<file path="src/design/cis_pkg.sv">
package cis_pkg;

	localparam int unsigned MaxPairs = 65536;
	localparam int unsigned CountCap = (MaxPairs < 131071) ? MaxPairs : 131071;
	localparam int unsigned CntW = 17;
	localparam int unsigned CoordW = 20;
	localparam int unsigned DiffW = 21;
	localparam int unsigned SqW = 42;
	localparam int unsigned Dist2W = 44;
	localparam int unsigned SumW = 54;
	localparam int unsigned DistW = 19;
	localparam int unsigned IdxW = 16;
	localparam int unsigned FitW = 17;
	localparam int unsigned DivNumW = 33;
	localparam int unsigned QDepth = 4;
	localparam int unsigned QPtrW = 2;

	typedef struct packed {
		logic signed [CoordW-1:0] src_x;
		logic signed [CoordW-1:0] src_y;
		logic signed [CoordW-1:0] src_z;
		logic signed [CoordW-1:0] dst_x;
		logic signed [CoordW-1:0] dst_y;
		logic signed [CoordW-1:0] dst_z;
		logic [IdxW-1:0] src_index;
		logic [IdxW-1:0] dst_index;
		logic last_pair;
	} pair_req_t;

	typedef struct packed {
		logic [IdxW-1:0] pair_src;
		logic [IdxW-1:0] pair_dst;
		logic inlier;
		logic final_res;
		logic [CntW-1:0] inlier_total;
		logic [CntW-1:0] pair_total;
		logic [FitW-1:0] fitness;
		logic [DistW-1:0] rmse;
	} score_res_t;

	// front to back queue entry
	typedef struct packed {
		logic [IdxW-1:0] pair_src;
		logic [IdxW-1:0] pair_dst;
		logic inlier;
		logic last;
		logic [Dist2W-1:0] dist2;
	} cls_ent_t;

	typedef enum logic [2:0] {
		BK_IDLE,
		BK_DIV,
		BK_SQRT_DIV,
		BK_SQRT,
		BK_OUT
	} bk_state_t;

endpackage

</file>
<file path="src/design/cis_queue.sv">
module cis_queue import cis_pkg::*; (
	input  logic clk,
	input  logic arst_n,
	input  logic in_valid,
	output logic in_ready,
	input  cls_ent_t in_ent,
	output logic out_valid,
	input  logic out_ready,
	output cls_ent_t out_ent
);
	cls_ent_t mem_q [QDepth];
	logic [QPtrW-1:0] wp_q, rp_q;
	logic [QPtrW:0] cnt_q;
	logic wr, rd;

	assign in_ready = cnt_q != (QPtrW+1)'(QDepth);
	assign out_valid = cnt_q != '0;
	assign out_ent = mem_q[rp_q];
	assign wr = in_valid && in_ready;
	assign rd = out_valid && out_ready;

	always_ff @(posedge clk or negedge arst_n) begin
		if (!arst_n) begin
			wp_q <= '0;
			rp_q <= '0;
			cnt_q <= '0;
		end else begin
			if (wr) wp_q <= wp_q + 1'b1;
			if (rd) rp_q <= rp_q + 1'b1;
			cnt_q <= cnt_q + (QPtrW+1)'(wr) - (QPtrW+1)'(rd);
		end
	end

	always_ff @(posedge clk) begin
		if (wr) mem_q[wp_q] <= in_ent;
	end
endmodule

</file>
<file path="config.mk">
export PLATFORM = sky130hd
export DESIGN_NAME = cis_queue
export DESIGN_NICKNAME = d
export VERILOG_FILES = /design/src/design/cis_pkg.sv /design/src/design/cis_queue.sv
export SDC_FILE = /design/constraint.sdc
export NUM_CORES = 1
export LEC_CHECK = 0
export ABC_AREA = 1
export BUFFER_PORTS_ARGS = -buffer_cell sky130_fd_sc_hd__buf_2
export CAP_MARGIN = 40
export CORE_MARGIN = 1.5
export CORE_UTILIZATION = 40
export CTS_CLUSTER_DIAMETER = 50
export DETAILED_ROUTE_END_ITERATION = 7
export PLACE_DENSITY = 0.66
export SYNTH_ARGS = -nofsm -noshare
export SYNTH_HDL_FRONTEND = slang
export SYNTH_SLANG_ARGS = --single-unit
</file>
<file path="constraint.sdc">
create_clock -name clk -period 8.15 [get_ports clk]
set_input_delay 1.63 -clock clk [delete_from_list [all_inputs] [get_ports clk]]
set_output_delay 1.63 -clock clk [all_outputs]
set_load 0.005 [all_outputs]
</file>
Word-level counts from Yosys, hierarchy flattened
Memories as Yosys holds them, arrays and structs flattened.
Cells that the tools add are included.
{"block": "totals", "reg_bits": 7, "latch_bits": 0, "mem_bits_rw": 312, "mem_bits_ro": 0, "in_bits": 82, "elab_cells": 14, "mem_count": 1}
{"block": "classes", "add_sub_neg": 4, "n_mul": 0, "div": 0, "order_cmp": 0, "n_eq_ne": 1, "shifts": 0, "mux": 2, "bitwise": 0, "n_reduce_logical": 3}
{"name": "mem_q", "words": 4, "word_bits": 78, "rd": 1, "rd_ports_with_merged_regs": 0, "write_ports": 1, "line": "cis_queue.sv:11", "text": "cls_ent_t mem_q [QDepth];"}
{"operator": "adder 2 x 1 -> 2 bit, second input constant", "n": 2}
{"operator": "adder 3 x 1 -> 3 bit", "n": 1}
{"operator": "!= test 3 bit, second input constant", "n": 1}
{"operator": "nonzero test 3 bit", "n": 1}
{"operator": "subtractor 3 x 1 -> 3 bit", "n": 1}
{"operator": "logical AND 1 bit", "n": 2}
{"operator": "two-way mux 1 bit", "n": 2}

Logic depth before layout (Yosys ltp)
{"block": "logic_depth", "depth_word": 4, "depth_mapped": 12, "mapped_depth_nobuf": 12}

Worst setup path after synthesis
Ideal clock, no wire load.
{"block": "synth_path", "path_kind": "input -> register", "from": "input in_valid", "to": "memory mem_q[0][0] (netlist name) (enable)", "setup_time_ps": 515, "t_arrival_ps": 5034, "required_time_ps": 7635, "setup_slack_ps": 2601, "path_stages": 2, "n_path_buf": 0, "path_cell_list": "nand2_1 -> nor2_1"}
{"block": "synth_via", "elab_chain_len": 3}
{"item": "start, declared", "line": "cis_queue.sv:4", "text": "input logic in_valid,"}
{"item": "logical AND 1 bit", "line": "cis_queue.sv:19", "text": "assign wr = in_valid && in_ready;"}
{"item": "two-way mux 1 bit", "line": "cis_queue.sv:35", "text": "if (wr) mem_q[wp_q] <= in_ent;"}
{"item": "two-way mux 1 bit (not written as such)", "line": "cis_queue.sv:35"}
{"item": "end, declared", "line": "cis_queue.sv:11"}
Every way passes these cells.

==> flow_summary.json <==
{
  "area_growth_pct": 18.0,
  "worst_pin_slew_ps": 833,
  "fin_worst_hold_slack_ps": 528,
  "startpoint_type": "flop",
  "wire_per_inst_microns": 15.5,
  "top_cell_family_by_delay_on_the_critical_path": "buffers and inverters",
  "yosys_warnings": 0,
  "detail_route.first_pass.iterations": 4,
  "path_buf_inv": 2,
  "postSynthAreaPerCell_sq_um": 12.1,
  "coreArea_sq_um": 31400,
  "yosysSeqAreaShare_pct": 75.2,
  "grt_first_pass_wirelength_microns": 39300,
  "powerDensity_nw_per_um2": 361,
  "clock_sink_count": 319,
  "critPathKind": "flop to output port",
  "clk-insertion-delay-late_ps": 510,
  "n_fill_cell": 2795,
  "result_of_the_run": "completed",
  "postSynthNetCount": 1135,
  "power.ir.vdd_worst_uv": 222,
  "htree_levels": 2,
  "place_worst_setup_slack_ps": 4220,
  "slowest_delay_ps": 820,
  "totalNegativeSetupSlack_ps": 0,
  "cts_inserted_buffers": 36,
  "hold_viol_final": 0,
  "ioPinCount": 162,
  "final_core_util_pct": 47.7,
  "fp.dieArea_sq_um": 32800,
  "initial_antenna_violation_count": 4,
  "globalRouteTotalUtil_pct": 15.4,
  "postCtsResizedCells": 0,
  "maxCapViolCount": 0,
  "gp_routability_congestion": 0.743,
  "pins_over_slew_limit": 0,
  "power_leakage_nw": 5.99,
  "detail_route.iter0.violations": 446,
  "mappedNetlistArea_sq_um": 12700,
  "cp_cell_sequence": "buf_4 > o21ai_0 > nand2_1 > nand2_1 > buf_2",
  "yosys_register_bits": 319,
  "cpMostUsedCell": "sky130_fd_sc_hd__nand2_1",
  "grt_max_degree": 90,
  "critical_path.slowest_cell": "sky130_fd_sc_hd__dfrtp_4",
  "post-cts-setup-buffer-count": 0,
  "final.period_utilization_pct": 53.7,
  "path_max_fanout": 89,
  "antenna_left": 0,
  "rsz_0062_raised_after_global_routing": "no",
  "first_global_vias": 7330,
  "row_count": 65,
  "layout_min_cycle_time_ps": 4380,
  "setup_viol": 0,
  "tritoncts": "done",
  "effective_utilization_at_floorplan_pct": 40.4,
  "cts.reportedPaths.clkPinSlew_ps": 60,
  "clock_path_buffers": 3,
  "routed_via_density": 4.69,
  "synthCells": 1046,
  "nNetsFinal": 1295,
  "holdCritPathClass": "flop to flop",
  "register_area_sq_um": 9550,
  "ys_types": 18,
  "detail_route.wirelength_microns": 25300,
  "critPathCaptureType": "output port",
  "grt_overflow_total": 0,
  "die_h_microns": 181,
  "post_cts_hold_buffer_count": 0,
  "worst-endpoint-required_ps": 6520,
  "via_count": 7678,
  "floorplan.die.width_microns": 181,
  "footprint_of_the_multi_input_gates_sq_um": 2480,
  "worst_slew_margin_rel_pct": 44.5,
  "fmax_achieved_mhz": 228,
  "io_buffers": 161,
  "worst_ep_arrival_time_ps": 2750,
  "route.detailed.drc": 0,
  "hpwlAfterDp_microns": 15400,
  "power.total_mw": 5.41,
  "clockRootBuffer": "sky130_fd_sc_hd__clkbuf_16",
  "postLayoutSetupSlackWorst_ps": 3770,
  "share_of_final_layout_standard_cells_stronger_than_drive_strength_1_pct": 18.8,
  "clock-skew-final_ps": 19.5
}
## per-layer routing
| layer | wire length, microns | vias up | global-route usage [%] | share of wire (%) |
|---|---|---|---|---|
| met5 | 11 | - | 0 | 0.043 |
| met4 | 611 | 2 | 4.53 | 2.4 |
| met3 | 1420 | 53 | 3.16 | 5.6 |
| met2 | 12600 | 210 | 27.0 | 50 |
| met1 | 10600 | 3568 | 19.2 | 42 |
| li1 | - | 3845 | - | - |
## cells by family (layout without fill, tap and decap cells)
group,Yosys count,in the layout,synth area share (%)
other,0,2,0
buffers and inverters,145,332,5.42
AOI/OAI and AO/OA,156,156,6.15
and+or+nand+nor,419,419,12.4
DFF,319,319,75.2
adders and majority gates,7,7,0.749
## worst reg2reg max path: stages (launching register included)
cell                      delay, ps
sky130_fd_sc_hd__dfrtp_1        410
sky130_fd_sc_hd__nor2_1          80
sky130_fd_sc_hd__nand2_1        130
sky130_fd_sc_hd__nand2_1        300
sky130_fd_sc_hd__nor2_4         650
sky130_fd_sc_hd__buf_4          780
## cell type report
cell class | count | share of cell area, %
diodes | 2 | 0.0334
clock buffers | 45 | 6.38
clock inverters | 20 | 1.02
inverters | 94 | 2.37
multi-input cells | 582 | 16.6
flip-flops and latches | 319 | 63.8
well taps | 402 | 3.36
repair buffers | 173 | 6.47
## stage by stage
stage,std cells,instance area (sq um)
4_1_cts,1635,15000
3_3_place_gp,1566,13800
3_5_place_dp,1570,13900
6_report,1637,15000
2_1_floorplan,1046,12700
5_1_grt,1635,15000
## where the power goes
group	total (mW)	internal, mW	switching, mW
logic	1.64	0.565	1.08
clock network	1.50	0.875	0.627
registers	2.27	2.16	0.112
total	5.41	3.60	1.82
## worst paths after layout
check	from	to	slack (ps)	cells past startpoint
setup / recovery	rp_q[0]	out_ent[65]	3770	5
hold / removal	cnt_q[0]	cnt_q[0]	530	1
setup reg to reg	cnt_q[1]	mem_q[2][42]	5360	5
hold reg to reg	cnt_q[0]	cnt_q[0]	530	1
max in group asynchronous	arst_n	rp_q[0]	7040	1
min in group asynchronous	arst_n	cnt_q[2]	940	1
## sequential cells by signal, summed over array words and instances, names as in the netlist
name and cells:
rp_q 2, cnt_q 3, wp_q 2, mem_q 312
## cell usage after synthesis, drive strengths merged
cell	instances	area share [%]
edfxtp	312	74
nand2	253	7.5
nor2	161	4.8
o21ai	156	6.2
inv	94	2.8
buf	31	2.0
clkbuf	20	0.60
dfrtp	7	1.4
ha	6	0.59
nand3	5	0.20
fa	1	0.16
## layout by cell type (no fill, tap or decap)
| master | synthesis | layout |
|---|---|---|
| sky130_fd_sc_hd__ha_1 | 6 | 6 |
| sky130_fd_sc_hd__clkbuf_16 | 0 | 37 |
| sky130_fd_sc_hd__dfrtp_1 | 7 | 6 |
| sky130_fd_sc_hd__nand3_1 | 5 | 5 |
| sky130_fd_sc_hd__buf_4 | 1 | 8 |
| sky130_fd_sc_hd__bufinv_16 | 0 | 1 |
| sky130_fd_sc_hd__inv_2 | 1 | 1 |
| sky130_fd_sc_hd__fa_1 | 1 | 1 |
| sky130_fd_sc_hd__clkbuf_1 | 19 | 8 |
| sky130_fd_sc_hd__clkinv_2 | 0 | 7 |
| sky130_fd_sc_hd__nand2_1 | 253 | 253 |
| sky130_fd_sc_hd__buf_12 | 0 | 1 |
| sky130_fd_sc_hd__nor2_4 | 0 | 4 |
| sky130_fd_sc_hd__buf_16 | 0 | 3 |
| sky130_fd_sc_hd__nor2_1 | 161 | 157 |
| sky130_fd_sc_hd__o21ai_0 | 127 | 127 |
| sky130_fd_sc_hd__inv_6 | 0 | 6 |
| sky130_fd_sc_hd__clkinv_1 | 0 | 5 |
| sky130_fd_sc_hd__edfxtp_1 | 312 | 312 |
| sky130_fd_sc_hd__buf_2 | 12 | 161 |
| sky130_fd_sc_hd__o21ai_1 | 29 | 29 |
| sky130_fd_sc_hd__dfrtp_4 | 0 | 1 |
| sky130_fd_sc_hd__inv_4 | 0 | 1 |
| sky130_fd_sc_hd__diode_2 | 0 | 2 |
| sky130_fd_sc_hd__inv_1 | 93 | 92 |
| sky130_fd_sc_hd__clkinv_8 | 0 | 1 |
Note: power is estimated with default switching activity, not from simulation.
