[src/design/cis_pkg.sv]
package cis_pkg;

	localparam int unsigned MaxPairs = 65536;
	localparam int unsigned CountCap = (MaxPairs < 131071) ? MaxPairs : 131071;
	localparam int unsigned CntW = 17;
	localparam int unsigned CoordW = 20;
	localparam int unsigned DiffW = 21;
	localparam int unsigned SqW = 42;
	localparam int unsigned Dist2W = 44;
	localparam int unsigned SumW = 54;
	localparam int unsigned DistW = 19;
	localparam int unsigned IdxW = 16;
	localparam int unsigned FitW = 17;
	localparam int unsigned DivNumW = 33;
	localparam int unsigned QDepth = 4;
	localparam int unsigned QPtrW = 2;

	typedef struct packed {
		logic signed [CoordW-1:0] src_x;
		logic signed [CoordW-1:0] src_y;
		logic signed [CoordW-1:0] src_z;
		logic signed [CoordW-1:0] dst_x;
		logic signed [CoordW-1:0] dst_y;
		logic signed [CoordW-1:0] dst_z;
		logic [IdxW-1:0] src_index;
		logic [IdxW-1:0] dst_index;
		logic last_pair;
	} pair_req_t;

	typedef struct packed {
		logic [IdxW-1:0] pair_src;
		logic [IdxW-1:0] pair_dst;
		logic inlier;
		logic final_res;
		logic [CntW-1:0] inlier_total;
		logic [CntW-1:0] pair_total;
		logic [FitW-1:0] fitness;
		logic [DistW-1:0] rmse;
	} score_res_t;

	// front to back queue entry
	typedef struct packed {
		logic [IdxW-1:0] pair_src;
		logic [IdxW-1:0] pair_dst;
		logic inlier;
		logic last;
		logic [Dist2W-1:0] dist2;
	} cls_ent_t;

	typedef enum logic [2:0] {
		BK_IDLE,
		BK_DIV,
		BK_SQRT_DIV,
		BK_SQRT,
		BK_OUT
	} bk_state_t;

endpackage

[src/design/cis_if.sv]
interface cis_req_if;
	import cis_pkg::*;
	logic valid;
	logic ready;
	pair_req_t data;
	modport source (output valid, output data, input ready);
	modport sink (input valid, input data, output ready);
endinterface


[src/design/cis_front.sv]
module cis_front import cis_pkg::*; (
	input  logic clk,
	input  logic arst_n,
	input  logic [DistW-1:0] max_distance,
	cis_req_if.sink req,
	output logic ent_valid,
	input  logic ent_ready,
	output cls_ent_t ent
);
	logic v_s1, v_s2;
	logic [IdxW-1:0] si_s1, di_s1, si_s2, di_s2;
	logic last_s1, last_s2;
	logic [SqW-1:0] sx_s1, sy_s1, sz_s1;
	logic [2*DistW-1:0] lim_s1;
	logic [Dist2W-1:0] d2_s2;
	logic in_s2;
	logic [DiffW-1:0] dx, dy, dz;
	logic [DiffW-1:0] ax, ay, az;
	logic adv1, adv2;
	logic [Dist2W-1:0] sum;

	assign dx = DiffW'($signed(req.data.src_x) - $signed(req.data.dst_x));
	assign dy = DiffW'($signed(req.data.src_y) - $signed(req.data.dst_y));
	assign dz = DiffW'($signed(req.data.src_z) - $signed(req.data.dst_z));
	assign ax = dx[DiffW-1] ? DiffW'(-dx) : dx;
	assign ay = dy[DiffW-1] ? DiffW'(-dy) : dy;
	assign az = dz[DiffW-1] ? DiffW'(-dz) : dz;
	assign sum = Dist2W'(sx_s1) + Dist2W'(sy_s1) + Dist2W'(sz_s1);

	assign adv2 = !v_s2 || ent_ready;
	assign adv1 = !v_s1 || adv2;
	assign req.ready = adv1;

	always_ff @(posedge clk or negedge arst_n) begin
		if (!arst_n) begin
			v_s1 <= 1'b0;
			v_s2 <= 1'b0;
		end else begin
			if (adv1) v_s1 <= req.valid;
			if (adv2) v_s2 <= v_s1;
		end
	end

	always_ff @(posedge clk) begin
		if (adv1 && req.valid) begin
			sx_s1 <= SqW'(ax * ax);
			sy_s1 <= SqW'(ay * ay);
			sz_s1 <= SqW'(az * az);
			lim_s1 <= max_distance * max_distance;
			si_s1 <= req.data.src_index;
			di_s1 <= req.data.dst_index;
			last_s1 <= req.data.last_pair;
		end
		if (adv2 && v_s1) begin
			d2_s2 <= sum;
			in_s2 <= sum < Dist2W'(lim_s1);
			si_s2 <= si_s1;
			di_s2 <= di_s1;
			last_s2 <= last_s1;
		end
	end

	assign ent_valid = v_s2;
	assign ent = '{pair_src: si_s2, pair_dst: di_s2, inlier: in_s2, last: last_s2,
		dist2: d2_s2};
endmodule

[src/flat_wrapper.sv]
// flat-port wrapper written by rule: the top's interface ports become plain ports
module cis_front_flat import cis_pkg::*;
  (clk, arst_n, max_distance, ent_valid, ent_ready, ent, req_valid, req_data, req_ready);
  cis_req_if req_i ();
  input  logic clk;
  input  logic arst_n;
  input  logic [DistW-1:0] max_distance;
  output logic ent_valid;
  input  logic ent_ready;
  output cls_ent_t ent;
  input wire logic [$bits(req_i.valid)-1:0] req_valid;
  input wire logic [$bits(req_i.data)-1:0] req_data;
  output wire logic [$bits(req_i.ready)-1:0] req_ready;
  assign req_i.valid = req_valid;
  assign req_i.data = req_data;
  assign req_ready = req_i.ready;
  cis_front u_core (.clk(clk), .arst_n(arst_n), .max_distance(max_distance), .req(req_i), .ent_valid(ent_valid), .ent_ready(ent_ready), .ent(ent));
endmodule
[config.mk]
export PLATFORM = sky130hd
export DESIGN_NAME = cis_front_flat
export DESIGN_NICKNAME = d
export VERILOG_FILES = /design/src/design/cis_pkg.sv /design/src/design/cis_if.sv /design/src/design/cis_front.sv /design/src/flat_wrapper.sv
export SDC_FILE = /design/constraint.sdc
export NUM_CORES = 2
export LEC_CHECK = 0
export BUFFER_PORTS_ARGS = -buffer_cell sky130_fd_sc_hd__clkbuf_2
export CORE_UTILIZATION = 65
export DETAILED_ROUTE_END_ITERATION = 10
export PLACE_DENSITY = 0.95
export SYNTH_ARGS = -nofsm -noshare
export SYNTH_HDL_FRONTEND = slang
export SYNTH_SLANG_ARGS = --single-unit
[constraint.sdc]
create_clock -name clk -period 17.7 [get_ports clk]
set_clock_uncertainty 0.15 [all_clocks]
set_input_delay 5.31 -clock clk [delete_from_list [all_inputs] [get_ports clk]]
set_output_delay 5.31 -clock clk [all_outputs]
set_load 0.005 [all_outputs]
* Word level (Yosys, flattened, before mapping)
Cells that the tools add are included.
Cells by class: add/subtract/negate cells 8, multiply operators 4, $lt $le $gt $ge 1, mux-type cells 3, reduce and logical (&&, ||, !) cells 6
Operators with widths (count):
- 21-bit by 21-bit multiplier with 42-bit output | 3
- 21-bit two-way mux | 3
- 21-bit negator | 3
- 20-bit by 20-bit subtractor with 21-bit output | 3
- 44-bit by 42-bit adder with 44-bit output | 1
- 44-bit by 38-bit less-than comparator with 1-bit output | 1
- 42-bit by 42-bit adder with 43-bit output | 1
- 19-bit by 19-bit multiplier with 38-bit output | 1
- 1-bit logical AND | 2
- 1-bit zero test | 2
- 1-bit logical OR | 2
Storage, ports and cells: bits in registers 277, word-level logic and storage cells 36

* Depth between registers and ports, before layout
depth in word-level cells 4, depth in mapped cells 43, gate-level depth less buffers 41

* Least setup slack after synthesis
OpenSTA, ideal clock, no wires.
path kind input to register, start point in req_data[113], end point reg u_core.sy_s1[37], data pin, arrival 14305 ps, slack 2983 ps, stages on the path 37, cells stage by stage inv_1 > ha_1 > fa_1 > nor2b_1 > o31a_1 > o22ai_1 > a211o_1 > a31o_2 > a311o_1 > nor4_1 > and2_1 > a21oi_1 > xnor2_1 > buf_2 > nand2b_1 > fa_1 > inv_1 > fa_1 > inv_1 > fa_1 > inv_1 > fa_1 > fa_1 > fa_1 > fa_1 > ha_1 > a21o_1 > a21o_1 > a21oi_1 > o21ai_0 > a2111oi_0 > nor3_1 > o41ai_1 > a21oi_1 > a21oi_1 > o21bai_1 > xor2_1
On the way: cells in the longest elaborated chain, start to end 4
RTL lines:
- from (decl) | RTL line flat_wrapper.sv:12 | input wire logic [$bits(req_i.data)-1:0] req_data;
- 20-bit by 20-bit subtractor with 21-bit output * | RTL line cis_front.sv:23 | assign dy = DiffW'($signed(req.data.src_y) - $signed(req.data.dst_y));
- 21-bit negator | RTL line cis_front.sv:26 | assign ay = dy[DiffW-1] ? DiffW'(-dy) : dy;
- 21-bit two-way mux * | RTL line cis_front.sv:26
- 21-bit by 21-bit multiplier with 42-bit output * | RTL line cis_front.sv:47 | sy_s1 <= SqW'(ay * ay);
- to (signal assigned) | RTL line cis_front.sv:47
- to (decl) | RTL line cis_front.sv:13 | logic [SqW-1:0] sx_s1, sy_s1, sz_s1;
Mark *: on every way between the ends. The rest lies on a longest branch, timed or not. A chain may end at the register's enable or synchronous reset.

* Worst setup path after layout
start point in req_data[55], end point reg u_core.sy_s1[37], data pin
The elaborated chain is that of the path after synthesis.

==> results.md <==
- Worst max-slew margin expressed relative to the limit: 12.9%
- Yosys top cell by area: fa_1
- Clock latency on the worst-skew pair: 0.57 ns
- Detailed placer's ending HPWL: about 140,000 um
- Primary FF master, synth: edfxtp_1
- Sort of element at the start of the critical path: input port
- Endpoint type of the worst setup path: flip-flop
- IO buf count: 255
- Setup repair after global routing missed its margin: no
- Top library cells by usage in the layout, fill and taps aside: inv_1 (1,671), fa_1 (1,182), ha_1 (748)
- Result of the run: finished clean
- Fmax achieved: 0.0627 GHz
- Number of inserted filler cells in the final layout: 6,552
- Global placement routability congestion: 0.986
- Average size of a mapped cell: ~9.5 um2
- Drt first pass iters: 6
- Min cycle time layout: approximately 16 ns
- Most common cell after layout, fill and taps aside: inv_1
- Post-synthesis sequential element count: between 200 and 300
- Y dimension of the die: 314 um
- Num rows: about 110
- Area of the die: slightly below 0.1 mm2
- Die boundary width: 314 um
- Clock transition at the register clock pins on the worst setup and hold paths after CTS: approximately 0.060 ns
- First-pass GRT wire length: 266,000 um
- Routed wire per std cell: 19.7 um
- Number of setup violations in the final report: 0
- DRC violations left: 0
- Vias per inst: 5.87
- WHS Path Cells: 0
- Ys Warns: 0
- Maximum level of the CTS H-tree: 1
- Summed instance area of the synthesized netlist: 0.0633 mm2
- Number of hold violations in the final report: 0
- Count of pins over their slew limit: 0
- Crit Path Max Fanout: 14
- Setup TNS Final: 0 ns
- Final #Nets: 9,057
- Standard cell with the maximum stage delay on the critical path: a2111oi_0
- Worst-case register-to-register setup slack: approximately 9.3 ns
- Share of Yosys cell area claimed by the top area cell type: 37.4%
- Number of global-route vias before repair: 53,387
- Crit Path Class: input port to flip-flop
- Period Utilization, post-route: roughly 90%
- Largest cells by area after synthesis: fa_1 (37%), ha_1 (15%), edfxtp_1 (13%), inv_1 (9.9%), nand2_1 (3.3%)
- Most frequent CP cell: fa_1
- Leftover overflow at the end of global routing: 0
- Max-cap check violation count: 0
- Setup bufs post-CTS: 0
- Number of distinct library cells after synthesis: 86
- Maximum count of clock buffers along a single path: 3
- Final ANT Viol Nets: 0
- Number of instances in the synthesized netlist: 6,690
- Antenna violations before repair: 4
- HP Class: flip-flop to flip-flop
- Stage delay of the slowest cell on the critical path: ~0.8 ns
- Area growth from synthesis to layout: 6.33%
- Number of sinks on the clock net: 273
- Violation count after the first detailed-route iteration: 4,251
- Number of gates resized after CTS: 0
- Total core area: 0.0966 mm2
- Share of layout cells above drive strength 1: 6.10%
- Post-synthesis sequential area ratio: 12.9%
- Async set or reset register ratio after synthesis: less than 1%
- Cts hold-fix bufs: 0
- Arrival time at the worst endpoint: 16.09 ns
- Ports placed on the boundary: 256
- Clk Tree Root Cell: clkbuf_16
- Routed WL: 163,000 um
- Vias: 48,429
- Starting density of the core: 65.5%
- Maximum number of pins on one net before global-route repair: 79
- Total Routing Usage GR: 34.1%
- Worst Max-Slew Pin Slew: 1.30 ns
- TritonCTS Buffers: 28
- Post-synth EDFFs: 271
- Req. time, crit path: 17.84 ns
- CTS tree: yes
- Number of cell instances on the worst register-to-register path: 27
[sequential cells by signal, indices dropped and copies added, names as in the netlist]
| register | cells |
|---|---|
| u_core.sx_s1 | 41 |
| u_core.sz_s1 | 41 |
| u_core.si_s1 | 16 |
| u_core.di_s2 | 16 |
| u_core.di_s1 | 16 |
| u_core.last_s2 | 1 |
| u_core.v_s1 | 1 |
| u_core.si_s2 | 16 |
| u_core.d2_s2 | 44 |
| u_core.lim_s1 | 37 |
| u_core.last_s1 | 1 |
| u_core.in_s2 | 1 |
| u_core.ent_valid | 1 |
| u_core.sy_s1 | 41 |
[critical path, delay by kind of cell]
family                   cells  cell delay, ns
XOR/XNOR                     2            0.76
AO/OA/AOI/OAI               12            3.38
AND/OR/NAND/NOR              7            1.61
buffers and inverters        6            0.80
adder cells (fa/ha/maj)      9            4.19
[area by class of cell]
class,count,area [um2],share of cell area [%]
diodes,1,2.50,0.00372
clock buffers,33,741,1.10
clock inverters,18,241,0.359
inverters,1687,6330,9.41
multi-input cells,4644,48500,72.0
flip-flops and latches,273,8190,12.2
well taps,1276,1600,2.37
repair buffers,317,1740,2.59
[final timing paths]
kind	startpoint	end
max in group asynchronous	arst_n	u_core.v_s1$_DFFE_PN0N_
min in group asynchronous	arst_n	u_core.ent_valid$_DFFE_PN0P_
min reg2reg	u_core.di_s1[12]$_DFFE_PP_	u_core.di_s2[12]$_DFFE_PP_
min	u_core.di_s1[12]$_DFFE_PP_	u_core.di_s2[12]$_DFFE_PP_
max	req_data[55]	u_core.sy_s1[37]$_DFFE_PP_
max reg2reg	u_core.sy_s1[3]$_DFFE_PP_	u_core.in_s2$_DFFE_PP_
[per-stage QoR]
stage                     cells  instance area (um2)  setup slack, ns  hold slack (ns)  util (%)
final                      8249                67300             1.75            0.264      69.7
after global routing       8249                67300             1.25            0.273      69.7
after CTS                  8248                67300             1.95            0.268      69.7
after detailed placement   8197                66300             1.41            0.255      68.7
after global placement     8197                66300             1.83            0.251      68.7
after floorplan            6736                63500             2.98            0.250         -
[routing by layer]
metal  share of wire, %  track usage (%)  up-vias
li1                   -                -    21292
met1                 36             41.5    23688
met2                 49             57.8     2647
met3                9.5             6.70      798
met4                5.9             17.5        4
met5              0.015                0        -
[Yosys cell counts, types with 6 or more instances]
master	count
inv_1	1671
fa_1	1182
ha_1	748
nand2_1	549
nor2_1	488
edfxtp_1	271
a21oi_1	238
xnor2_1	227
a21o_1	134
o21ai_0	125
and2_1	121
clkbuf_1	111
xor2_1	96
o21a_1	61
nor3_1	58
nand3_1	53
nor2b_1	51
nand2b_1	48
o21bai_1	37
and3_1	36
a211oi_1	33
nand4_1	32
a31oi_1	25
or2_2	19
or3_1	18
buf_2	15
o31ai_1	15
o211ai_1	13
a2111oi_0	12
a31o_2	12
clkinv_1	12
mux2i_1	9
nor4_1	9
a311oi_1	8
o22ai_1	8
a211o_1	7
o21ai_1	6
o31a_1	6
or4_1	6
[logic make-up after synthesis]
group | count (synthesis) | share of synthesized area (%)
simple gates | 1522 | 10.9
flops | 273 | 12.9
other cells | 2 | 0.0119
xor+xnor | 330 | 4.66
buf+inv | 1819 | 10.8
compound gates | 802 | 8.31
mux | 12 | 0.196
fa+ha+maj | 1930 | 52.2
Power is left out: the tool's default activity adds up to more than one toggle a clock period on the data nets, which glitch-free logic cannot reach.
