===== src/design/cis_pkg.sv =====
package cis_pkg;

	localparam int unsigned MaxPairs = 65536;
	localparam int unsigned CountCap = (MaxPairs < 131071) ? MaxPairs : 131071;
	localparam int unsigned CntW = 17;
	localparam int unsigned CoordW = 20;
	localparam int unsigned DiffW = 21;
	localparam int unsigned SqW = 42;
	localparam int unsigned Dist2W = 44;
	localparam int unsigned SumW = 54;
	localparam int unsigned DistW = 19;
	localparam int unsigned IdxW = 16;
	localparam int unsigned FitW = 17;
	localparam int unsigned DivNumW = 33;
	localparam int unsigned QDepth = 4;
	localparam int unsigned QPtrW = 2;

	typedef struct packed {
		logic signed [CoordW-1:0] src_x;
		logic signed [CoordW-1:0] src_y;
		logic signed [CoordW-1:0] src_z;
		logic signed [CoordW-1:0] dst_x;
		logic signed [CoordW-1:0] dst_y;
		logic signed [CoordW-1:0] dst_z;
		logic [IdxW-1:0] src_index;
		logic [IdxW-1:0] dst_index;
		logic last_pair;
	} pair_req_t;

	typedef struct packed {
		logic [IdxW-1:0] pair_src;
		logic [IdxW-1:0] pair_dst;
		logic inlier;
		logic final_res;
		logic [CntW-1:0] inlier_total;
		logic [CntW-1:0] pair_total;
		logic [FitW-1:0] fitness;
		logic [DistW-1:0] rmse;
	} score_res_t;

	// front to back queue entry
	typedef struct packed {
		logic [IdxW-1:0] pair_src;
		logic [IdxW-1:0] pair_dst;
		logic inlier;
		logic last;
		logic [Dist2W-1:0] dist2;
	} cls_ent_t;

	typedef enum logic [2:0] {
		BK_IDLE,
		BK_DIV,
		BK_SQRT_DIV,
		BK_SQRT,
		BK_OUT
	} bk_state_t;

endpackage


===== src/design/cis_if.sv =====


interface cis_res_if;
	import cis_pkg::*;
	logic valid;
	logic ready;
	score_res_t data;
	modport source (output valid, output data, input ready);
	modport sink (input valid, input data, output ready);
endinterface


===== src/design/cis_back.sv =====
module cis_back import cis_pkg::*; (
	input  logic clk,
	input  logic arst_n,
	input  logic ent_valid,
	output logic ent_ready,
	input  cls_ent_t ent,
	cis_res_if.source res
);
	bk_state_t st_q, st_d;
	logic [CntW-1:0] icnt_q, pcnt_q;
	logic [SumW-1:0] esum_q;
	logic [CntW-1:0] icnt_n, pcnt_n;
	logic [SumW-1:0] esum_n;
	logic [SumW:0] esum_add;
	logic take;
	score_res_t res_q;
	logic rv_q;
	// shared restoring divider
	logic [SumW-1:0] dq_q;
	logic [CntW:0] drem_q;
	logic [CntW-1:0] dden_q;
	logic [5:0] dcnt_q;
	logic [CntW+1:0] dtry;
	// sqrt
	logic [SumW-1:0] sv_q, sres_q, sbit_q;
	logic [SumW-1:0] ssum;

	assign take = ent_valid && (st_q == BK_IDLE) && (!rv_q || res.ready);
	assign ent_ready = take;
	assign res.valid = rv_q;
	assign res.data = res_q;

	always_comb begin
		icnt_n = icnt_q;
		pcnt_n = pcnt_q;
		esum_n = esum_q;
		esum_add = (SumW+1)'(esum_q) + (SumW+1)'(ent.dist2);
		if (pcnt_q < CntW'(CountCap)) begin
			pcnt_n = pcnt_q + 1'b1;
			if (ent.inlier) begin
				icnt_n = icnt_q + 1'b1;
				esum_n = esum_add[SumW] ? '1 : esum_add[SumW-1:0];
			end
		end
	end

	assign dtry = {drem_q, dq_q[SumW-1]} - (CntW+2)'(dden_q);
	assign ssum = sres_q + sbit_q;

	always_comb begin
		st_d = st_q;
		unique case (st_q)
			BK_IDLE: if (take && ent.last) st_d = BK_DIV;
			BK_DIV: if (dcnt_q == '0) st_d = (icnt_q == '0) ? BK_OUT : BK_SQRT_DIV;
			BK_SQRT_DIV: if (dcnt_q == '0) st_d = BK_SQRT;
			BK_SQRT: if (sbit_q == '0) st_d = BK_OUT;
			BK_OUT: if (!rv_q || res.ready) st_d = BK_IDLE;
			default: st_d = BK_IDLE;
		endcase
	end

	always_ff @(posedge clk or negedge arst_n) begin
		if (!arst_n) begin
			st_q <= BK_IDLE;
			icnt_q <= '0;
			pcnt_q <= '0;
			esum_q <= '0;
			rv_q <= 1'b0;
		end else begin
			st_q <= st_d;
			if (st_q == BK_OUT && (!rv_q || res.ready)) begin
				rv_q <= 1'b1;
				icnt_q <= '0;
				pcnt_q <= '0;
				esum_q <= '0;
			end else begin
				if (take) begin
					icnt_q <= icnt_n;
					pcnt_q <= pcnt_n;
					esum_q <= esum_n;
				end
				if (take && !ent.last) rv_q <= 1'b1;
				else if (rv_q && res.ready) rv_q <= 1'b0;
			end
		end
	end

	always_ff @(posedge clk) begin
		if (take) begin
			res_q <= '{pair_src: ent.pair_src, pair_dst: ent.pair_dst, inlier: ent.inlier,
				final_res: ent.last, default: '0};
			dq_q <= SumW'({icnt_n, 16'h0}) << (SumW - DivNumW);
			drem_q <= '0;
			dden_q <= pcnt_n;
			dcnt_q <= 6'(DivNumW - 1);
		end
		unique case (st_q)
			BK_DIV: begin
				if (dcnt_q == '0) begin
					res_q.fitness <= (dden_q == '0) ? '0 :
						FitW'(dtry[CntW+1] ? {dq_q[SumW-2:0], 1'b0} : {dq_q[SumW-2:0], 1'b1});
					res_q.inlier_total <= icnt_q;
					res_q.pair_total <= pcnt_q;
					dq_q <= esum_q;
					drem_q <= '0;
					dden_q <= icnt_q;
					dcnt_q <= 6'(SumW - 1);
				end else begin
					if (dtry[CntW+1]) begin
						drem_q <= {drem_q[CntW-1:0], dq_q[SumW-1]};
						dq_q <= {dq_q[SumW-2:0], 1'b0};
					end else begin
						drem_q <= dtry[CntW:0];
						dq_q <= {dq_q[SumW-2:0], 1'b1};
					end
					dcnt_q <= dcnt_q - 1'b1;
				end
			end
			BK_SQRT_DIV: begin
				if (dcnt_q == '0) begin
					sv_q <= dtry[CntW+1] ? {dq_q[SumW-2:0], 1'b0} : {dq_q[SumW-2:0], 1'b1};
					sres_q <= '0;
					sbit_q <= SumW'(1) << (SumW - 2);
				end else begin
					if (dtry[CntW+1]) begin
						drem_q <= {drem_q[CntW-1:0], dq_q[SumW-1]};
						dq_q <= {dq_q[SumW-2:0], 1'b0};
					end else begin
						drem_q <= dtry[CntW:0];
						dq_q <= {dq_q[SumW-2:0], 1'b1};
					end
					dcnt_q <= dcnt_q - 1'b1;
				end
			end
			BK_SQRT: begin
				if (sv_q >= ssum) begin
					sv_q <= sv_q - ssum;
					sres_q <= (sres_q >> 1) + sbit_q;
				end else sres_q <= sres_q >> 1;
				sbit_q <= sbit_q >> 2;
				if (sbit_q == '0) res_q.rmse <= DistW'(sres_q);
			end
			default: ;
		endcase
	end
endmodule


===== src/flat_wrapper.sv =====
// flat-port wrapper written by rule: the top's interface ports become plain ports
module cis_back_flat import cis_pkg::*;
  (clk, arst_n, ent_valid, ent_ready, ent, res_valid, res_data, res_ready);
  cis_res_if res_i ();
  input  logic clk;
  input  logic arst_n;
  input  logic ent_valid;
  output logic ent_ready;
  input  cls_ent_t ent;
  output wire logic [$bits(res_i.valid)-1:0] res_valid;
  output wire logic [$bits(res_i.data)-1:0] res_data;
  input wire logic [$bits(res_i.ready)-1:0] res_ready;
  assign res_valid = res_i.valid;
  assign res_data = res_i.data;
  assign res_i.ready = res_ready;
  cis_back u_core (.clk(clk), .arst_n(arst_n), .ent_valid(ent_valid), .ent_ready(ent_ready), .ent(ent), .res(res_i));
endmodule

===== config.mk =====
export PLATFORM = sky130hd
export DESIGN_NAME = cis_back_flat
export DESIGN_NICKNAME = d
export VERILOG_FILES = /design/src/design/cis_pkg.sv /design/src/design/cis_if.sv /design/src/design/cis_back.sv /design/src/flat_wrapper.sv
export SDC_FILE = /design/constraint.sdc
export NUM_CORES = 1
export LEC_CHECK = 0
export ABC_AREA = 0
export BUFFER_PORTS_ARGS = -buffer_cell sky130_fd_sc_hd__buf_2
export CAP_MARGIN = 20
export CORE_MARGIN = 5
export CORE_UTILIZATION = 62
export CTS_CLUSTER_SIZE = 8
export DETAILED_ROUTE_END_ITERATION = 12
export PLACE_DENSITY = 0.86
export SKIP_LAST_GASP = 1
export SLEW_MARGIN = 40
export SYNTH_ARGS = -nofsm -noshare
export SYNTH_HDL_FRONTEND = slang
export SYNTH_SLANG_ARGS = --single-unit
export TNS_END_PERCENT = 10

===== constraint.sdc =====
create_clock -name clk -period 8 [get_ports clk]
set_clock_uncertainty 0.15 [all_clocks]
set_input_delay 0.8 -clock clk [delete_from_list [all_inputs] [get_ports clk]]
set_output_delay 0.8 -clock clk [all_outputs]
set_load 0.05 [all_outputs]

# Yosys cells after proc, flatten, opt, wreduce, memory -nomap -nowiden
# Cells that the tools add are included.
dict set report totals {
  out_inout_bits 106
  input_bits 82
  reg_bits 453
}
dict set report op_classes {
  muxes 53
  n_eq_ne 10
  addsub 8
  n_reduce_logical 23
  n_lt_le_gt_ge 2
}
# op count
set op_table {}
lappend op_table {{$mux W54} 13}
lappend op_table {{$pmux W54 S2} 4}
lappend op_table {{$mux W17} 11}
lappend op_table {{$mux W51} 2}
lappend op_table {{$mux W18} 4}
lappend op_table {{$mux W70} 1}
lappend op_table {{$add A54 B44 Y55} 1}
lappend op_table {{$add A53 B54 Y54} 1}
lappend op_table {{$add A54 B54 Y54} 1}
lappend op_table {{$ge A54 B54 Y1} 1}
lappend op_table {{$logic_not A54 Y1} 1}
lappend op_table {{$sub A54 B54 Y54} 1}
lappend op_table {{$mux W19} 2}
lappend op_table {{$pmux W18 S2} 1}
lappend op_table {{$add A17 B1 Y17 const B} 2}
lappend op_table {{$logic_not A17 Y1} 2}
lappend op_table {{$sub A19 B17 Y19} 1}
lappend op_table {{$mux W3} 6}
lappend op_table {{$mux W6} 3}
lappend op_table {{$lt A17 B17 Y1 const B} 1}
lappend op_table {{$pmux W3 S5} 1}
lappend op_table {{$pmux W6 S2} 1}
lappend op_table {{$ne A2 B1 Y1 const B} 5}
lappend op_table {{$reduce_bool A2 Y1} 4}
lappend op_table {{15 further kinds} 26}

# Logic depth before layout (Yosys ltp)
dict set report depth {
  ltp_word 6
  ltp_mapped 27
}

# Least setup slack after synthesis
# Ideal clock, no wire load.
dict set report synth_timing {
  kind {register to register}
  startpoint {reg u_core.sres_q[22]}
  endpoint {reg u_core.sv_q[0], enable pin}
  arrival_time_ns 5.940
  slack_ns 1.497
  stages_incl_launch_ff 24
  setup_time_ns 0.413
  synth_period_minus_slack_ns 6.503
  cell_sequence {edfxtp_1 -> ha_1 -> a31o_1 -> a31oi_1 -> nor2_1 -> or4b_1 -> a31o_1 -> a31oi_1 -> o21ai_1 -> a31o_1 -> a31o_2 -> a21oi_1 -> xor2_1 -> ha_1 -> clkbuf_1 -> nand4_1 -> nor4_1 -> nand3b_1 -> o221a_2 -> o31ai_4 -> buf_4 -> buf_2 -> nand2_1 -> nand2_1}
}
dict set report synth_via {
  elab_chain_len 4
}
# item line_no
set synth_rtl {}
lappend synth_rtl {{start: declaration} cis_back.sv:25} ;# logic [SumW-1:0] sv_q, sres_q, sbit_q;
lappend synth_rtl {{start signal: assignment} cis_back.sv:138} ;# sres_q <= (sres_q >> 1) + sbit_q;
lappend synth_rtl {{start signal: assignment} cis_back.sv:139} ;# end else sres_q <= sres_q >> 1;
lappend synth_rtl {{$add A54 B54 Y54} cis_back.sv:48} ;# assign ssum = sres_q + sbit_q;
lappend synth_rtl {{$ge A54 B54 Y1} cis_back.sv:136} ;# if (sv_q >= ssum) begin
lappend synth_rtl {{$ne A2 B1 Y1 (no source line)} -}
lappend synth_rtl {{$reduce_and A3 Y1 (no source line)} -}
lappend synth_rtl {{end signal: assignment} cis_back.sv:121} ;# sv_q <= dtry[CntW+1] ? {dq_q[SumW-2:0], 1'b0} : {dq_q[SumW-2:0], 1'b1};
lappend synth_rtl {{end signal: assignment} cis_back.sv:137} ;# sv_q <= sv_q - ssum;
lappend synth_rtl {{end: declaration} cis_back.sv:25}
# Every way passes these cells.
# A chain may end at the register's enable or synchronous reset.

# Worst setup path in the final report
dict set report layout_timing {
  startpoint {reg u_core.sres_q[2]}
  endpoint {reg u_core.sres_q[5] (data pin)}
}
dict set report layout_via {
  elab_chain_len 4
}
# item line_no
set layout_rtl {}
lappend layout_rtl {{$add A54 B54 Y54} cis_back.sv:48}
lappend layout_rtl {{$ge A54 B54 Y1} cis_back.sv:136}
lappend layout_rtl {{$mux W54 (*)} cis_back.sv:136}
lappend layout_rtl {{$pmux W54 S2 (*)} cis_back.sv:97} ;# unique case (st_q)
# Mark *: on every way between the ends. The rest lies on a longest branch, timed or not.

==> flow_summary.yaml <==
routing:
  detailroute.via_count: 24300
  dr.first_iter.drc_count: 2902
  post_drt_wl_per_cell_um: 19.7
  drc_errors: 1
  drt-vias-per-instance: 6.37
  wirelength_um: 75300
  detail_route.first_pass.iterations: 12
  antenna_left: 0
worst_setup_path:
  timing.critical_path.arrival_ns: 6.89
  cp_max_fo: 61
  worst_setup_path_end_kind: "flop"
  timing.critical_path.required_ns: 8.19
  path_class: "flop to flop"
  start_kind: "flop"
run_status:
  outcome: "complete, but fails checks"
  violations: "design-rule violations"
logic_synthesis:
  synthesis.area_sq_mm: 0.0268
  syn_inst: 3067
  synth.avg_cell_area_sq_um: 8.73
  synth.lib_cells_used.distinct: 86
  synth_enable_flop_cells: 169
  ys_ff_latch: 426
  synthesis.nets: 3327
  synth-warning-count: 0
  async_flop_share: 0.216
  ys.flop_type: "edfxtp_1"
  yosysSeqAreaShare: 0.399
sta:
  rsz0062_at_grt: "false"
  fin_crit_ns: 6.69
  fmax_ghz: 0.149
  setup_ws_ns: 1.31
  timing_worst_slew_pin_value_ns: 0.837
  finalHoldViolations: 0
  timing.final.setup_violations: 0
  slew-limit-headroom: 0.442
  post_route_clock_period_utilization: 0.837
  final.setup.tns_ns: 0
  final-max-slew-violation-count: 0
die:
  die_width_um: 218
  design.die.area_sq_mm: 0.0474
  fp.coreArea_sq_mm: 0.0429
  initial_core_util: 0.624
  die_y_um: 218
  rows: 76
  io_pins: 188
clock_tree:
  clkTransAtPathRegs_ns: 0.06
  cts_tree: "done"
  ctsHtreeMaxLevel: 2
  cts_max_path_buffers: 3
  clock_insertion_delay_worst_skew_ns: 0.63
  post-cts-setup-buffers: 0
  clock_buffer_count_from_cts: 60
  tritoncts_num_sinks: 426
  cts_root_buffer: "clkbuf_16"
place:
  post-place-ws_ns: 1.46
  numPortBuffers: 187
  dp_hpwl_um: 54200
  gp_congestion: 0.958
  place.detailed.instances: 3708
final_layout:
  num-nets-final: 3447
  areaGrowthSynthToFinish_pct: 12.0
  stdcell_count: 3818
  drive_above_1_share: 0.106
  antennaDiodeCount: 0
global_route:
  grt_max_degree: 96
  global_route_wire_length_before_repair_um: 120000
  gr_overflow_total: 0
  grtUsageTotal: 0.306
  grt_antenna_before_repair: 0
  first_global_vias: 22800
job:
  cap_viol_max_count: 0
min_path:
  class_of_the_tightest_hold_or_removal_check: "input port to flop"
-- sequential cells by signal (all words and copies together) (netlist names), 17 cells and up --
signal / cells
u_core.res.data: 104
u_core.dden_q: 17
u_core.sbit_q: 27
u_core.esum_q: 54
u_core.sres_q: 54
u_core.dq_q: 54
u_core.drem_q: 18
u_core.icnt_q: 17
u_core.sv_q: 54
u_core.pcnt_q: 17
-- cells in the final DEF, fill, tap and decap left out, types with 39 or more instances in the layout --
cell type / instances
clkbuf_1: 41
nand3_1: 62
nand2_1: 424
clkbuf_16: 62
dfxtp_1: 165
buf_2: 186
xnor2_1: 100
inv_1: 111
a211oi_1: 44
edfxtp_1: 169
and2_1: 39
o21ai_0: 258
a21o_1: 59
ha_1: 175
a31oi_1: 80
dfrtp_1: 92
a21oi_1: 239
xor2_1: 156
nor2_1: 243
-- cells by family (layout without fill, tap and decap cells) --
| family | Yosys count | in the layout | synth area share |
|---|---|---|---|
| mux | 15 | 15 | 0.00561 |
| simple gates | 989 | 989 | 0.166 |
| xor+xnor | 257 | 257 | 0.0841 |
| buf+inv | 270 | 436 | 0.0392 |
| fa+ha+maj | 178 | 178 | 0.0840 |
| compound gates | 932 | 932 | 0.222 |
| flops | 426 | 426 | 0.399 |
-- repair_timing --
action,CTS,global route
setup endpoints to repair,0,0
endpoints found under the hold margin,26,0
hold buffers,1,0
resized for setup,0,0
-- Yosys cell counts (16+ instances only) --
cell type,count,share of area
dfrtp_1,92,0.086
inv_1,112,0.016
a21oi_1,239,0.045
clkbuf_1,131,0.018
nand4_1,38,0.0089
nand3_1,62,0.012
o21bai_1,28,0.0079
nor2_1,248,0.035
o21ai_1,19,0.0036
o21ai_0,258,0.048
nor4_1,19,0.0044
dfxtp_1,165,0.12
a31o_2,16,0.0052
and3_1,29,0.0068
xor2_1,157,0.051
nor2b_1,25,0.0058
a211oi_1,44,0.012
a21o_1,59,0.017
a31oi_1,80,0.019
a22o_1,19,0.0062
nand2_1,426,0.060
a222oi_1,36,0.013
and2_1,40,0.0093
xnor2_1,100,0.033
edfxtp_1,169,0.19
nand2b_1,21,0.0049
ha_1,175,0.082
nor3_1,34,0.0064
-- per-layer routing --
layer,GRT usage,up-vias,share of wire,wire length [um]
li1,-,11400,-,-
met1,0.453,11700,0.44,33100
met2,0.481,1115,0.45,34100
met3,0.0423,149,0.084,6350
met4,0.0743,0,0.023,1730
met5,0,-,0,0
-- final cells by class --
class	instances	area [sq um]
Multi-Input combinational cell	2371	15100
Fill cell	3273	12900
Sequential cell	426	10700
Clock buffer	106	1750
Timing Repair Buffer	214	1220
Tap cell	585	732
Inverter	114	433
Clock inverter	2	46.3
-- path summary, 6_finish.rpt --
| path | slack, ns | startpoint | to | cells after the start |
|---|---|---|---|---|
| setup / recovery | 1.31 | u_core.sres_q[2] | u_core.sres_q[5] | 22 |
| hold / removal | 0.21 | ent[71] | u_core.res.data[97] | 1 |
| setup reg to reg | 1.31 | u_core.sres_q[2] | u_core.sres_q[5] | 22 |
| hold reg to reg | 0.30 | u_core.res.data[59] | u_core.res.data[59] | 2 |
| max in group asynchronous | 6.21 | arst_n | u_core.esum_q[4] | 4 |
| min in group asynchronous | 0.49 | arst_n | u_core.icnt_q[15] | 2 |
-- worst max-delay path: stages, from the launching register on --
cell and delay [ns]:
edfxtp_1 0.48, ha_1 0.36, a31oi_1 0.28, a211oi_1 0.18, a31oi_1 0.37, o21ai_1 0.20
nor2_1 0.23, o21ai_0 0.18, a31oi_1 0.29, o21bai_1 0.13, xnor2_1 0.15, ha_1 0.38
and3_1 0.23, o211ai_1 0.10, a32oi_1 0.31, a31oi_2 0.18, o221ai_2 0.30, a21oi_2 0.16
o31ai_4 0.60, buf_4 0.62, o21ai_0 0.24, xor2_1 0.19, nor2_1 0.06
-- per-stage QoR --
stage          utilization  instance area, sq um  hold slack, ns
2_1_floorplan            -                 26800           0.294
3_3_place_gp         0.654                 28000           0.278
3_5_place_dp         0.656                 28100           0.284
4_1_cts              0.698                 30000           0.182
5_1_grt              0.699                 30000           0.180
6_report             0.699                 30000           0.213
Power is left out: the tool's default activity adds up to more than one toggle a clock period on the data nets, which glitch-free logic cannot reach.
